**config.mk**
```make
export PLATFORM = sky130hd
export DESIGN_NAME = robust_depth_trimmed_mean_core
export DESIGN_NICKNAME = d
export VERILOG_FILES = /design/src/rtl/core/rdtm_pkg.sv /design/src/rtl/core/robust_depth_trimmed_mean_core.sv
export VERILOG_INCLUDE_DIRS = /design/src /design/src/rtl/core
export SDC_FILE = /design/constraint.sdc
export NUM_CORES = 1
export LEC_CHECK = 0
export ABC_AREA = 1
export BUFFER_PORTS_ARGS = -buffer_cell sky130_fd_sc_hd__buf_2
export CAP_MARGIN = 10
export CORE_MARGIN = 5
export CORE_UTILIZATION = 57
export DETAILED_ROUTE_END_ITERATION = 7
export PLACE_DENSITY_LB_ADDON = 0.3
export SETUP_SLACK_MARGIN = 0.4
export SYNTH_ARGS = -nofsm -noshare
export SYNTH_HDL_FRONTEND = slang
export SYNTH_SLANG_ARGS = --single-unit
export TNS_END_PERCENT = 100
```
**constraint.sdc**
```tcl
create_clock -name clk -period 8.8 [get_ports clk]
set_input_delay 1.76 -clock clk [delete_from_list [all_inputs] [get_ports clk]]
set_output_delay 1.76 -clock clk [all_outputs]
set_load 0.02 [all_outputs]
```
**src/rtl/core/robust_depth_trimmed_mean_core_macros.svh**
```systemverilog
// Assertion macros for the robust depth trimmed-mean core.
// Included by the RTL files that carry concurrent checks; needs no other file.
`ifndef ROBUST_DEPTH_TRIMMED_MEAN_CORE_MACROS_SVH
`define ROBUST_DEPTH_TRIMMED_MEAN_CORE_MACROS_SVH

`ifndef SYNTHESIS

// Same-cycle implication, checked outside reset.
`define RDTM_ASSERT_IMP(label, clk, rst_n, ante, cons) \
    label: assert property (@(posedge clk) disable iff (!rst_n) (ante) |-> (cons)) \
        else $error("rdtm assertion failed");

// Next-cycle implication, checked outside reset.
`define RDTM_ASSERT_NEXT(label, clk, rst_n, ante, cons) \
    label: assert property (@(posedge clk) disable iff (!rst_n) (ante) |=> (cons)) \
        else $error("rdtm assertion failed");

`else

`define RDTM_ASSERT_IMP(label, clk, rst_n, ante, cons)
`define RDTM_ASSERT_NEXT(label, clk, rst_n, ante, cons)

`endif

`endif

```
**src/rtl/core/rdtm_pkg.sv**
```systemverilog
// Package for the robust depth trimmed-mean core: widths, beat types and
// the compare-exchange helpers of the sorting network. Depends on nothing.
package rdtm_pkg;

    localparam int PIXEL_BITS      = 8;
    localparam int WINDOW_SIZE     = 9;
    localparam int COUNT_BITS      = 4;
    localparam int DEPTH_BITS      = 16;
    localparam int FRAC_BITS       = 8;
    localparam int PAIR_TOL_BITS   = 9;
    localparam int TRIPLE_TOL_BITS = 10;
    localparam int ADDR_BITS       = 3;
    localparam int DATA_BITS       = 32;

    localparam logic [PAIR_TOL_BITS-1:0]   PAIR_TOL_RESET   = PAIR_TOL_BITS'(5);
    localparam logic [TRIPLE_TOL_BITS-1:0] TRIPLE_TOL_RESET = TRIPLE_TOL_BITS'(7);

    // A sum of up to three pixels, and its compare width against a tolerance.
    localparam int SUM_BITS = PIXEL_BITS + 2;
    localparam int CMP_BITS = (SUM_BITS > TRIPLE_TOL_BITS) ? SUM_BITS : TRIPLE_TOL_BITS;

    // Reciprocal of three: floor(x * RECIP / 2^RECIP_SHIFT) is x/3 or one less.
    localparam int RECIP_SHIFT = SUM_BITS + 1;
    localparam logic [RECIP_SHIFT-1:0] RECIP = RECIP_SHIFT'((2 ** RECIP_SHIFT) / 3);

    // Fraction of one third and two thirds in the output format.
    localparam logic [FRAC_BITS-1:0] THIRD_FRAC     = FRAC_BITS'((2 ** FRAC_BITS) / 3);
    localparam logic [FRAC_BITS-1:0] TWO_THIRD_FRAC = FRAC_BITS'((2 ** (FRAC_BITS + 1)) / 3);

    // Register indexes on the configuration port (address bit 2).
    localparam logic REG_PAIR_TOL   = 1'b0;
    localparam logic REG_TRIPLE_TOL = 1'b1;

    typedef logic [PIXEL_BITS-1:0]  pixel_t;
    typedef pixel_t [WINDOW_SIZE-1:0] window_t;

    typedef struct packed {
        pixel_t                pixel_0;
        pixel_t                pixel_1;
        pixel_t                pixel_2;
        pixel_t                pixel_3;
        pixel_t                pixel_4;
        pixel_t                pixel_5;
        pixel_t                pixel_6;
        pixel_t                pixel_7;
        pixel_t                pixel_8;
        logic [COUNT_BITS-1:0] window_count;
        pixel_t                center_value;
    } win_beat_t;

    typedef struct packed {
        logic [DEPTH_BITS-1:0] depth_fixed;
        logic                  kept_center;
    } res_beat_t;

    typedef enum logic [1:0] {
        MODE_SINGLE,
        MODE_PAIR,
        MODE_TRIPLE
    } mode_t;

    // One layer of odd-even transposition: independent compare-exchanges.
    function automatic window_t sort_layer(window_t w, logic odd);
        window_t r;
        int      a;
        r = w;
        for (int i = 0; i < (WINDOW_SIZE - 1) / 2; i++) begin
            a = 2 * i + int'(odd);
            if (w[a] > w[a + 1]) begin
                r[a]     = w[a + 1];
                r[a + 1] = w[a];
            end
        end
        return r;
    endfunction

    // True when the window is in ascending order.
    function automatic logic is_sorted(window_t w);
        logic ok;
        ok = 1'b1;
        for (int i = 0; i < WINDOW_SIZE - 1; i++) begin
            if (w[i] > w[i + 1]) begin
                ok = 1'b0;
            end
        end
        return ok;
    endfunction

endpackage

```
**src/rtl/core/robust_depth_trimmed_mean_core.sv**
```systemverilog
// Robust depth trimmed-mean core: six-stage pipeline from an accepted window beat
// to its result beat; one beat per cycle sustained unless the result channel stalls.
// Stages: three sort stages of three compare layers each, entry sum, reciprocal
// multiply with tolerance check, remainder correction into the output register.
// rst_n (asynchronous, active low) empties the pipeline and sets the pair and
// triple tolerances to 5 and 7. Depends on rdtm_pkg and the macro header.
`include "robust_depth_trimmed_mean_core_macros.svh"

module robust_depth_trimmed_mean_core
    import rdtm_pkg::*;
(
    input  logic                 clk,
    input  logic                 rst_n,
    // Window channel
    input  logic                 win_valid,
    output logic                 win_ready,
    input  win_beat_t            win,
    // Result channel
    output logic                 res_valid,
    input  logic                 res_ready,
    output res_beat_t            res,
    // Configuration port
    input  logic                 psel,
    input  logic                 penable,
    input  logic                 pwrite,
    input  logic [ADDR_BITS-1:0] paddr,
    input  logic [DATA_BITS-1:0] pwdata,
    output logic [DATA_BITS-1:0] prdata,
    output logic                 pready
);

    localparam int STAGES = 6;

    typedef struct packed {
        mode_t       mode;
        logic [1:0]  first;
        pixel_t      centre;
    } ctl_t;

    // Configuration registers.
    logic [PAIR_TOL_BITS-1:0]   pair_tol_reg, pair_tol_next;
    logic [TRIPLE_TOL_BITS-1:0] triple_tol_reg, triple_tol_next;
    logic                       cfg_write;

    // Pipeline control.
    logic [STAGES-1:0] vld_reg, vld_next;
    logic [STAGES-1:0] en;

    // Stage payloads.
    window_t               win_masked;
    ctl_t                  ctl_in;
    logic [COUNT_BITS-1:0] count_sat;
    window_t               sort_a_reg, sort_a_next;
    window_t               sort_b_reg, sort_b_next;
    window_t               sort_c_reg, sort_c_next;
    ctl_t                  ctl_a_reg, ctl_b_reg, ctl_c_reg, ctl_d_reg, ctl_e_reg;
    logic [SUM_BITS-1:0]   sum_d_reg, sum_d_next;
    logic [SUM_BITS-1:0]   target_d_reg, target_d_next;
    logic [SUM_BITS-1:0]   sum_e_reg;
    logic [SUM_BITS-1:0]   q0_e_reg, q0_e_next;
    logic                  kept_e_reg, kept_e_next;
    res_beat_t             res_reg, res_next;

    // Entry selection and arithmetic helpers.
    logic [3:0]                      idx0, idx1, idx2;
    logic [SUM_BITS-1:0]             dev;
    logic [CMP_BITS-1:0]             tol;
    logic [SUM_BITS+RECIP_SHIFT-1:0] prod;
    logic [SUM_BITS-1:0]             rem0;
    logic [SUM_BITS-1:0]             quot;
    logic [SUM_BITS-1:0]             rem;
    logic [FRAC_BITS-1:0]            frac;
    logic [SUM_BITS+FRAC_BITS-1:0]   triple_full;
    logic [SUM_BITS+FRAC_BITS-2:0]   pair_full;
    logic [PIXEL_BITS+FRAC_BITS-1:0] centre_full;

    // Configuration writes and reads; the port never waits.
    assign pready    = 1'b1;
    assign cfg_write = psel && penable && pwrite;

    always_comb
    begin
        pair_tol_next   = pair_tol_reg;
        triple_tol_next = triple_tol_reg;
        if (cfg_write) begin
            unique case (paddr[2])
                REG_PAIR_TOL:   pair_tol_next   = pwdata[PAIR_TOL_BITS-1:0];
                REG_TRIPLE_TOL: triple_tol_next = pwdata[TRIPLE_TOL_BITS-1:0];
                default:        ;
            endcase
        end
    end

    always_comb
    begin
        unique case (paddr[2])
            REG_PAIR_TOL:   prdata = DATA_BITS'(pair_tol_reg);
            REG_TRIPLE_TOL: prdata = DATA_BITS'(triple_tol_reg);
            default:        prdata = '0;
        endcase
    end

    always_ff @(posedge clk or negedge rst_n)
    begin
        if (!rst_n) begin
            pair_tol_reg   <= PAIR_TOL_RESET;
            triple_tol_reg <= TRIPLE_TOL_RESET;
        end else begin
            pair_tol_reg   <= pair_tol_next;
            triple_tol_reg <= triple_tol_next;
        end
    end

    // A stage loads when it is empty or the stage after it moves on.
    always_comb
    begin
        en[STAGES-1] = !vld_reg[STAGES-1] || res_ready;
        for (int i = STAGES - 2; i >= 0; i--) begin
            en[i] = !vld_reg[i] || en[i + 1];
        end
        vld_next[0] = en[0] ? win_valid : vld_reg[0];
        for (int i = 1; i < STAGES; i++) begin
            vld_next[i] = en[i] ? vld_reg[i - 1] : vld_reg[i];
        end
    end

    assign win_ready = en[0];

    always_ff @(posedge clk or negedge rst_n)
    begin
        if (!rst_n) begin
            vld_reg <= '0;
        end else begin
            vld_reg <= vld_next;
        end
    end

    // Input decode: pixels past the count sort to the top as all-ones.
    always_comb
    begin
        count_sat = (win.window_count > COUNT_BITS'(WINDOW_SIZE))
                  ? COUNT_BITS'(WINDOW_SIZE) : win.window_count;
        win_masked[0] = win.pixel_0;
        win_masked[1] = win.pixel_1;
        win_masked[2] = win.pixel_2;
        win_masked[3] = win.pixel_3;
        win_masked[4] = win.pixel_4;
        win_masked[5] = win.pixel_5;
        win_masked[6] = win.pixel_6;
        win_masked[7] = win.pixel_7;
        win_masked[8] = win.pixel_8;
        for (int i = 0; i < WINDOW_SIZE; i++) begin
            if (COUNT_BITS'(i) >= count_sat) begin
                win_masked[i] = '1;
            end
        end
        ctl_in.centre = win.center_value;
        if (count_sat <= COUNT_BITS'(1)) begin
            ctl_in.mode  = MODE_SINGLE;
            ctl_in.first = 2'd0;
        end else if (count_sat == COUNT_BITS'(2)) begin
            ctl_in.mode  = MODE_PAIR;
            ctl_in.first = 2'd0;
        end else if (count_sat <= COUNT_BITS'(4)) begin
            ctl_in.mode  = MODE_PAIR;
            ctl_in.first = 2'd1;
        end else if (count_sat == COUNT_BITS'(5)) begin
            ctl_in.mode  = MODE_TRIPLE;
            ctl_in.first = 2'd1;
        end else begin
            ctl_in.mode  = MODE_TRIPLE;
            ctl_in.first = 2'd3;
        end
    end

    // Sorting network: nine transposition layers, three per stage.
    assign sort_a_next = sort_layer(sort_layer(sort_layer(win_masked, 1'b0), 1'b1), 1'b0);
    assign sort_b_next = sort_layer(sort_layer(sort_layer(sort_a_reg, 1'b1), 1'b0), 1'b1);
    assign sort_c_next = sort_layer(sort_layer(sort_layer(sort_b_reg, 1'b0), 1'b1), 1'b0);

    always_ff @(posedge clk)
    begin
        if (en[0]) begin
            sort_a_reg <= sort_a_next;
            ctl_a_reg  <= ctl_in;
        end
        if (en[1]) begin
            sort_b_reg <= sort_b_next;
            ctl_b_reg  <= ctl_a_reg;
        end
        if (en[2]) begin
            sort_c_reg <= sort_c_next;
            ctl_c_reg  <= ctl_b_reg;
        end
    end

    // Sum of the chosen sorted entries and the centre scaled to match.
    always_comb
    begin
        idx0 = {2'b00, ctl_c_reg.first};
        idx1 = idx0 + 4'd1;
        idx2 = idx0 + 4'd2;
        sum_d_next = SUM_BITS'(sort_c_reg[idx0]) + SUM_BITS'(sort_c_reg[idx1]);
        target_d_next = SUM_BITS'(ctl_c_reg.centre) << 1;
        if (ctl_c_reg.mode == MODE_TRIPLE) begin
            sum_d_next    = sum_d_next + SUM_BITS'(sort_c_reg[idx2]);
            target_d_next = target_d_next + SUM_BITS'(ctl_c_reg.centre);
        end
    end

    always_ff @(posedge clk)
    begin
        if (en[3]) begin
            sum_d_reg    <= sum_d_next;
            target_d_reg <= target_d_next;
            ctl_d_reg    <= ctl_c_reg;
        end
    end

    // Deviation check, and the sum times the reciprocal of three.
    always_comb
    begin
        dev  = (sum_d_reg >= target_d_reg) ? (sum_d_reg - target_d_reg)
                                           : (target_d_reg - sum_d_reg);
        tol  = (ctl_d_reg.mode == MODE_TRIPLE) ? CMP_BITS'(triple_tol_reg)
                                               : CMP_BITS'(pair_tol_reg);
        kept_e_next = (ctl_d_reg.mode != MODE_SINGLE) && (CMP_BITS'(dev) > tol);
        prod = (SUM_BITS + RECIP_SHIFT)'(sum_d_reg) * (SUM_BITS + RECIP_SHIFT)'(RECIP);
        q0_e_next = prod[SUM_BITS+RECIP_SHIFT-1:RECIP_SHIFT];
    end

    always_ff @(posedge clk)
    begin
        if (en[4]) begin
            sum_e_reg  <= sum_d_reg;
            q0_e_reg   <= q0_e_next;
            kept_e_reg <= kept_e_next;
            ctl_e_reg  <= ctl_d_reg;
        end
    end

    // Correct the quotient by one where needed and pick the result.
    always_comb
    begin
        rem0 = sum_e_reg - ((q0_e_reg << 1) + q0_e_reg);
        if (rem0 >= SUM_BITS'(3)) begin
            quot = q0_e_reg + SUM_BITS'(1);
            rem  = rem0 - SUM_BITS'(3);
        end else begin
            quot = q0_e_reg;
            rem  = rem0;
        end
        case (rem)
            SUM_BITS'(1): frac = THIRD_FRAC;
            SUM_BITS'(2): frac = TWO_THIRD_FRAC;
            default:      frac = '0;
        endcase
        triple_full = {quot, frac};
        pair_full   = {sum_e_reg, {(FRAC_BITS - 1){1'b0}}};
        centre_full = {ctl_e_reg.centre, {FRAC_BITS{1'b0}}};

        res_next.kept_center = kept_e_reg;
        if (kept_e_reg || ctl_e_reg.mode == MODE_SINGLE) begin
            res_next.depth_fixed = centre_full[DEPTH_BITS-1:0];
        end else if (ctl_e_reg.mode == MODE_PAIR) begin
            res_next.depth_fixed = pair_full[DEPTH_BITS-1:0];
        end else begin
            res_next.depth_fixed = triple_full[DEPTH_BITS-1:0];
        end
    end

    always_ff @(posedge clk)
    begin
        if (en[5]) begin
            res_reg <= res_next;
        end
    end

    assign res_valid = vld_reg[STAGES-1];
    assign res       = res_reg;

    // Checks on the sorter, the reciprocal divide and the stall logic.
    `RDTM_ASSERT_IMP(a_sorted_window, clk, rst_n, vld_reg[2], is_sorted(sort_c_reg))
    `RDTM_ASSERT_IMP(a_remainder_range, clk, rst_n, vld_reg[4] && ctl_e_reg.mode == MODE_TRIPLE, rem0 < SUM_BITS'(6))
    `RDTM_ASSERT_IMP(a_kept_needs_entries, clk, rst_n, vld_reg[4] && kept_e_reg, ctl_e_reg.mode != MODE_SINGLE)
    `RDTM_ASSERT_NEXT(a_stalled_stage_holds, clk, rst_n, vld_reg[4] && !en[5], vld_reg[4] && $stable(q0_e_reg))

endmodule

```
==> metrics.txt <==
status finished, final reports clean; cts bufs inserted 36; Routed WL 67.7 mm; Critical Path Source Type primary input; root buf cell clkbuf_16; die area 57200 um2; hold_buf cts 0; RSZ-0062 raised after global routing no; IO Count 178; Worst EP required 9.11 ns; # nets final 4492; ys flop type edfxtp_1; CTS tree built; EDFF count, synth 316; Synth async-reset ratio 0.0733; sequential share of the synthesized area 0.338; initial antenna violation count 0; register area 10100 um2; Starting Density 0.572; PnR worst setup slack 1.38 ns; Slew headroom 0.249; Avg WL per Cell 14.6 um; fin crit period 7.42 ns; Die H 239 um; IO Port Bufs 130; # DRC 0; setup bufs post-CTS 0; CP arrival 7.73 ns; clock latency on the worst-skew pair 0.57 ns; Via Count 25300; CP max stage delay 0.47 ns; syn_area_per_cell 7.74 um2; Yosys top cell by area edfxtp_1; clock tree sinks 341; initial drt markers 1853; worst-case clock buffer depth 3; ANT nets after route 0; number of global-route vias before repair 23800; Core Rows 84; CORE AREA 52300 um2; max-cap violations 0; dpl cell area 31100 um2; Cell variety after synth 56; pre-CTS WS 0.803 ns; Final Skew 0.0240 ns; Setup TNS 0 ns; top-area cell type share of the netlist area 0.317; Fmax 135 MHz; Final HPWL DP 53.7 mm; crit path max fanout 23; Worst-path clk slew 0.06 ns; Syn-to-layout area delta 7.82%; grt ovf 0; dominant cells by area after synthesis edfxtp_1 (32%), ha_1 (17%), nand2_1 (11%); first-pass GRT wire length 111 mm; post_cts resized 0; Final Cell Area 32300 um2; critical path's most frequent cell nand2_1; worst-margin pin slew 1.13 ns; Yosys Warn Count 0; DIE WIDTH 239 um; #FFs+latches synth 341; CP max-delay cell o21ai_0; Final Hold Viols 0; GRT Util Overall 0.232; H-Tree Depth 2; final period utilization 0.844; Critical Path End Type flip-flop; final setup fails 0; antenna cells 0; number of filler cells placed in the layout 4701; Final Wtd Congestion 0.937; layout cells sized above 1 0.0769; DR vias/cell 5.44; Setup Crit Path Kind primary input to flip-flop; worst min path class flip-flop to flip-flop; Netlist Area Pre-Place 29900 um2; Slew Viols, Final 0; Cells after Synth 3867; Multi-input gate area 17300 um2; Pre-antenna DRT Iters 6; largest net degree at the start of global routing 78
## cells in the final DEF, fill, tap and decap left out, drive strengths merged, types with 2 or more instances in the layout
cell type	instances
o21a	7
clkinv	19
a31oi	9
o211ai	30
nand3b	2
mux2	2
o21bai	9
ha	396
and2	19
bufinv	5
a21o	2
o21ai	654
nor2	234
nand3	153
clkbuf	43
dfstp	5
a211oi	20
buf	162
mux2i	4
o2111ai	3
dfrtp	20
fa	31
inv	510
a221oi	3
xor2	29
nor3	5
a32oi	9
xnor2	16
o221ai	4
a21oi	235
nand4	22
o31ai	14
conb	23
nand2	937
edfxtp	316
or2	11
## layout make-up
cell class | count | area share
inverters | 511 | 0.0595
clock buffers | 43 | 0.0287
multi-input cells | 2887 | 0.535
flip-flops and latches | 341 | 0.314
repair buffers | 162 | 0.0276
clock inverters | 23 | 0.00892
well taps | 688 | 0.0267
## worst paths after layout
check | startpoint | end | slack [ns] | depth (start not counted)
max | win[11] | sort_a_reg[62] | 1.38 | 34
min | ctl_d_reg[1] | centre_full[9] | 0.42 | 0
max in group asynchronous | rst_n | vld_reg[5] | 7.15 | 1
min in group asynchronous | rst_n | triple_tol_reg[9] | 1.22 | 1
min reg2reg | ctl_d_reg[1] | centre_full[9] | 0.42 | 0
max reg2reg | sort_a_reg[63] | sort_b_reg[64] | 2.37 | 23
## worst max-delay path: cells and delay by family
| family | cells | cell delay [ns] |
|---|---|---|
| fa+ha+maj | 3 | 0.78 |
| buf+inv | 9 | 2.08 |
| simple gates | 14 | 1.76 |
| compound gates | 8 | 1.31 |
## through the flow
step                      instances  utilization  hold WS, ns
after floorplan                3888            -        0.400
after global placement         4589        0.593        0.401
after detailed placement       4589        0.593        0.405
after CTS                      4655        0.617        0.419
after global routing           4655        0.617        0.425
final                          4655        0.617        0.419
## Yosys cell counts (29+ instances only)
library cell and instances:
a21oi_1 235, buf_4 31, clkbuf_1 98, edfxtp_1 316
fa_1 31, ha_1 396, inv_1 503, nand2_1 896
nand3_1 150, nor2_1 229, o211ai_1 30, o21ai_0 633
xor2_1 29
## layer usage
metal	up-vias	global-route usage	wire length, um
met5	-	0	0
met2	577	0.422	33900
met1	11400	0.287	28900
met3	149	0.0243	2640
met4	0	0.0789	2260
li1	13200	-	-
## logic make-up (layout without fill, tap and decap cells)
family	count (synthesis)	after routing	synth area share
AO/OA/AOI/OAI	1000	1000	0.178
AND/OR/NAND/NOR	1386	1386	0.194
adder cells (fa/ha/maj)	427	427	0.186
buffers and inverters	660	739	0.0882
multiplexers	6	6	0.00209
other	2	23	0.000251
flip-flops	341	341	0.338
XOR/XNOR	45	45	0.0132
Power is not shown: default switching activity piles up to over one toggle a cycle in this logic, so the estimate is an artifact.
